## src/design/cdge_ram.sv

```systemverilog
// Generic simple dual-port RAM: one write port, one read port, registered read.
// No dependencies.
`default_nettype none
module cdge_ram #(
    parameter int WIDTH = 8,
    parameter int DEPTH = 16
) (
    input  wire logic                     i_clk,
    input  wire logic                     i_we,
    input  wire logic [$clog2(DEPTH)-1:0] i_waddr,
    input  wire logic [WIDTH-1:0]         i_wdata,
    input  wire logic [$clog2(DEPTH)-1:0] i_raddr,
    output logic      [WIDTH-1:0]         o_rdata
);

    logic [WIDTH-1:0] r_mem [DEPTH];
    logic [WIDTH-1:0] r_rdata;

    always_ff @(posedge i_clk) begin
        if (i_we) begin
            r_mem[i_waddr] <= i_wdata;
        end
        r_rdata <= r_mem[i_raddr];
    end

    assign o_rdata = r_rdata;

endmodule
`default_nettype wire

```

## config.mk

```make
export PLATFORM = sky130hd
export DESIGN_NAME = cdge_ram
export DESIGN_NICKNAME = d
export VERILOG_FILES = /design/src/design/cdge_ram.sv
export SDC_FILE = /design/constraint.sdc
export NUM_CORES = 1
export LEC_CHECK = 0
export BUFFER_PORTS_ARGS = -buffer_cell sky130_fd_sc_hd__clkbuf_2
export CORE_AREA = 4 4 123 125
export CTS_BUF_LIST = sky130_fd_sc_hd__clkbuf_8
export CTS_CLUSTER_SIZE = 10
export DETAILED_ROUTE_END_ITERATION = 8
export DIE_AREA = 0 0 127 129
export GPL_TIMING_DRIVEN = 0
export HOLD_SLACK_MARGIN = 0.06
export MAX_ROUTING_LAYER = met4
export PLACE_DENSITY = 0.53
export SLEW_MARGIN = 20
export SYNTH_ARGS = -nofsm -noshare
export SYNTH_HDL_FRONTEND = slang
export SYNTH_SLANG_ARGS = --single-unit
```

## constraint.sdc

```tcl
create_clock -name i_clk -period 1.8 [get_ports i_clk]
set_clock_uncertainty 0.1 [all_clocks]
set_input_delay 0 -clock i_clk [delete_from_list [all_inputs] [get_ports i_clk]]
set_output_delay 0 -clock i_clk [all_outputs]
set_load 0.02 [all_outputs]
```

==> metrics.txt <==
outcome completed; final setup violation count 0; Setup WS pre-CTS -15.0 ps; largest net degree at the start of global routing 17; Vias/cell 5.10; Ports 26; depth of the CTS H-tree 4; synth warn 0; CTS Buf Count 17; worst skew pair latency 430 ps; P_leak 0.00197 uW; Mapped Area 5150 um^2; layout cells sized above 1 26.8%; DRC violations left 0; clock sinks 136; critical path type in2reg; Diodes inserted 0; post-route setup slack 35.9 ps; worst min path class in2reg; filler cell count in the final layout 1220; crit path capture type flip-flop; WP data required 2010 ps; Post-DP HPWL 6670 um; min Tclk post-route 1760 ps; Synth Register Bits 136; sequential area share after synthesis 77.8%; Hold Vio Cnt, Final 0; syn nets 247; flip-flop and latch area 4000 um^2; initial antenna violation count 0; vias in the first global route 2487; CP arrival 1980 ps; Rel. slew slack 39.7%; Synth Instances 229; Vias 2422; part of the cycle the worst path needs 98.0%; Synth cell types 19; Clock Pin Slew Worst Setup and Hold Paths 70 ps; first-pass GRT wire length 15700 um; drt initial violations 227; area occupied by multi-input gates 1080 um^2; Die Wd 127 um; Max Cap Viol 0; nets 304; Cell Rows 43; startpoint class of the critical path input port; TritonCTS clock tree built; die area 16400 um^2; chip height 129 um; port bufs 24; GPL Wtd Cong 0.813; Placed Cells 433; Least-Margin Pin Slew 901 ps; DRT Pass-1 Iters 4; commonest non-fill, non-tap cell in the layout edfxtp_1; gr usage total 14.3%; peak supply drop 0.492 mV; core area 13900 um^2; Cell Pwr Density 985 nW/um^2; Peak Freq 567 MHz; Slew Viols, Final 0; Layout area overhead 15.3%; clock root cell clkbuf_8; Routed WL 10600 um; critical path peak fanout 10; most frequent cells in the layout edfxtp_1, clkbuf_2, mux4_2, clkbuf_8, a22oi_1; Routed Antenna Nets 0; Finished Layout Cells 475; remaining global-route overflow 0; routed len/inst 22.3 um; Max Root-Sink Buffers 2; Initial Util 37.1%; RSZ-0062 raised after global routing false; mean post-synth cell area 22.5 um^2
-- per-stage QoR --
| stage | power [uW] | util (%) | hold WS [ps] | instance area, um^2 | TNS, ps |
|---|---|---|---|---|---|
| after floorplan | 3830 | - | -1.13 | 5150 | 0 |
| after global placement | 3990 | 39.6 | 318 | 5490 | -5750 |
| after detailed placement | 4000 | 39.7 | 319 | 5510 | -118 |
| after CTS | 5920 | 42.7 | 51.5 | 5920 | 0 |
| after global routing | 6110 | 42.8 | 66.2 | 5930 | 0 |
| final | 5850 | 42.8 | 83.9 | 5930 | 0 |
-- per-layer routing --
metal	GRT usage (%)	up-vias	routed length, um	share of wire (%)
met5	-	-	0	0
met4	5.30	0	184	1.7
met3	4.65	14	573	5.4
met2	21.0	68	5210	49
met1	18.9	1255	4600	44
li1	-	1085	-	-
-- final cells by class --
cell class | instances | share of cell area, %
Multi-Input combinational cell | 83 | 18.2
Sequential cell | 136 | 67.5
Tap cell | 180 | 3.80
Clock buffer | 17 | 3.94
Timing Repair Buffer | 38 | 4.39
Buffer | 10 | 1.45
Clock inverter | 11 | 0.801
-- worst paths after layout --
check,from,endpoint,slack [ps],cells past startpoint
worst min register to register,r_mem[12][1]$_DFFE_PP_,o_rdata[1]$_DFF_P_,580,3
worst max-delay path,i_raddr[0],o_rdata[1]$_DFF_P_,40,6
worst max register to register,r_mem[1][1]$_DFFE_PP_,o_rdata[1]$_DFF_P_,180,3
worst min-delay path,i_waddr[2],r_mem[12][1]$_DFFE_PP_,80,3
-- cells in the mapped netlist --
cell type	n	area (um^2)
mux4_1	14	368
buf_4	1	7.51
nand2_1	9	33.8
mux4_2	18	405
nor2b_1	1	6.26
nand2b_1	2	12.5
nand3b_1	2	15.0
and2_1	1	6.26
clkdlybuf4s25_2	3	30.0
buf_2	3	15.0
nand3_1	1	5.00
a22oi_1	16	120
nor3_1	4	20.0
buf_6	3	33.8
edfxtp_1	128	3840
dfxtp_1	8	160
and2b_1	1	7.51
nor2_1	13	48.8
or3b_2	1	8.76
-- what timing repair did --
action	4_1_cts	5_1_grt
setup endpoints to repair	0	0
endpoints found under the hold margin	160	1
resized for setup	0	0
buffers inserted	0	0
hold buffers	13	1
-- flip-flops by register name, indices dropped and copies added, names as in the netlist --
| register | count |
|---|---|
| o_rdata | 8 |
| r_mem | 128 |
-- power by group --
group / internal, uW / total [uW] / switching [uW]
logic: 160 / 394 / 234
registers: 3540 / 3560 / 16.2
clock network: 873 / 1900 / 1020
total: 4570 / 5850 / 1270
-- critical path: stages --
cell and delay (ps):
dlygate4sd3_1 540, buf_6 130, buf_6 180, mux4_1 620, a22oi_1 390, nand2_1 110
-- logic make-up (layout without fill, tap and decap cells) --
kind of cell	Yosys count	count (layout)	synth area share (%)
multiplexers	32	32	15.0
AO/OA/AOI/OAI	16	16	2.33
buffers and inverters	10	76	1.68
AND/OR/NAND/NOR	35	35	3.18
flip-flops	136	136	77.8
No activity file was read; power rests on OpenSTA's default activity.
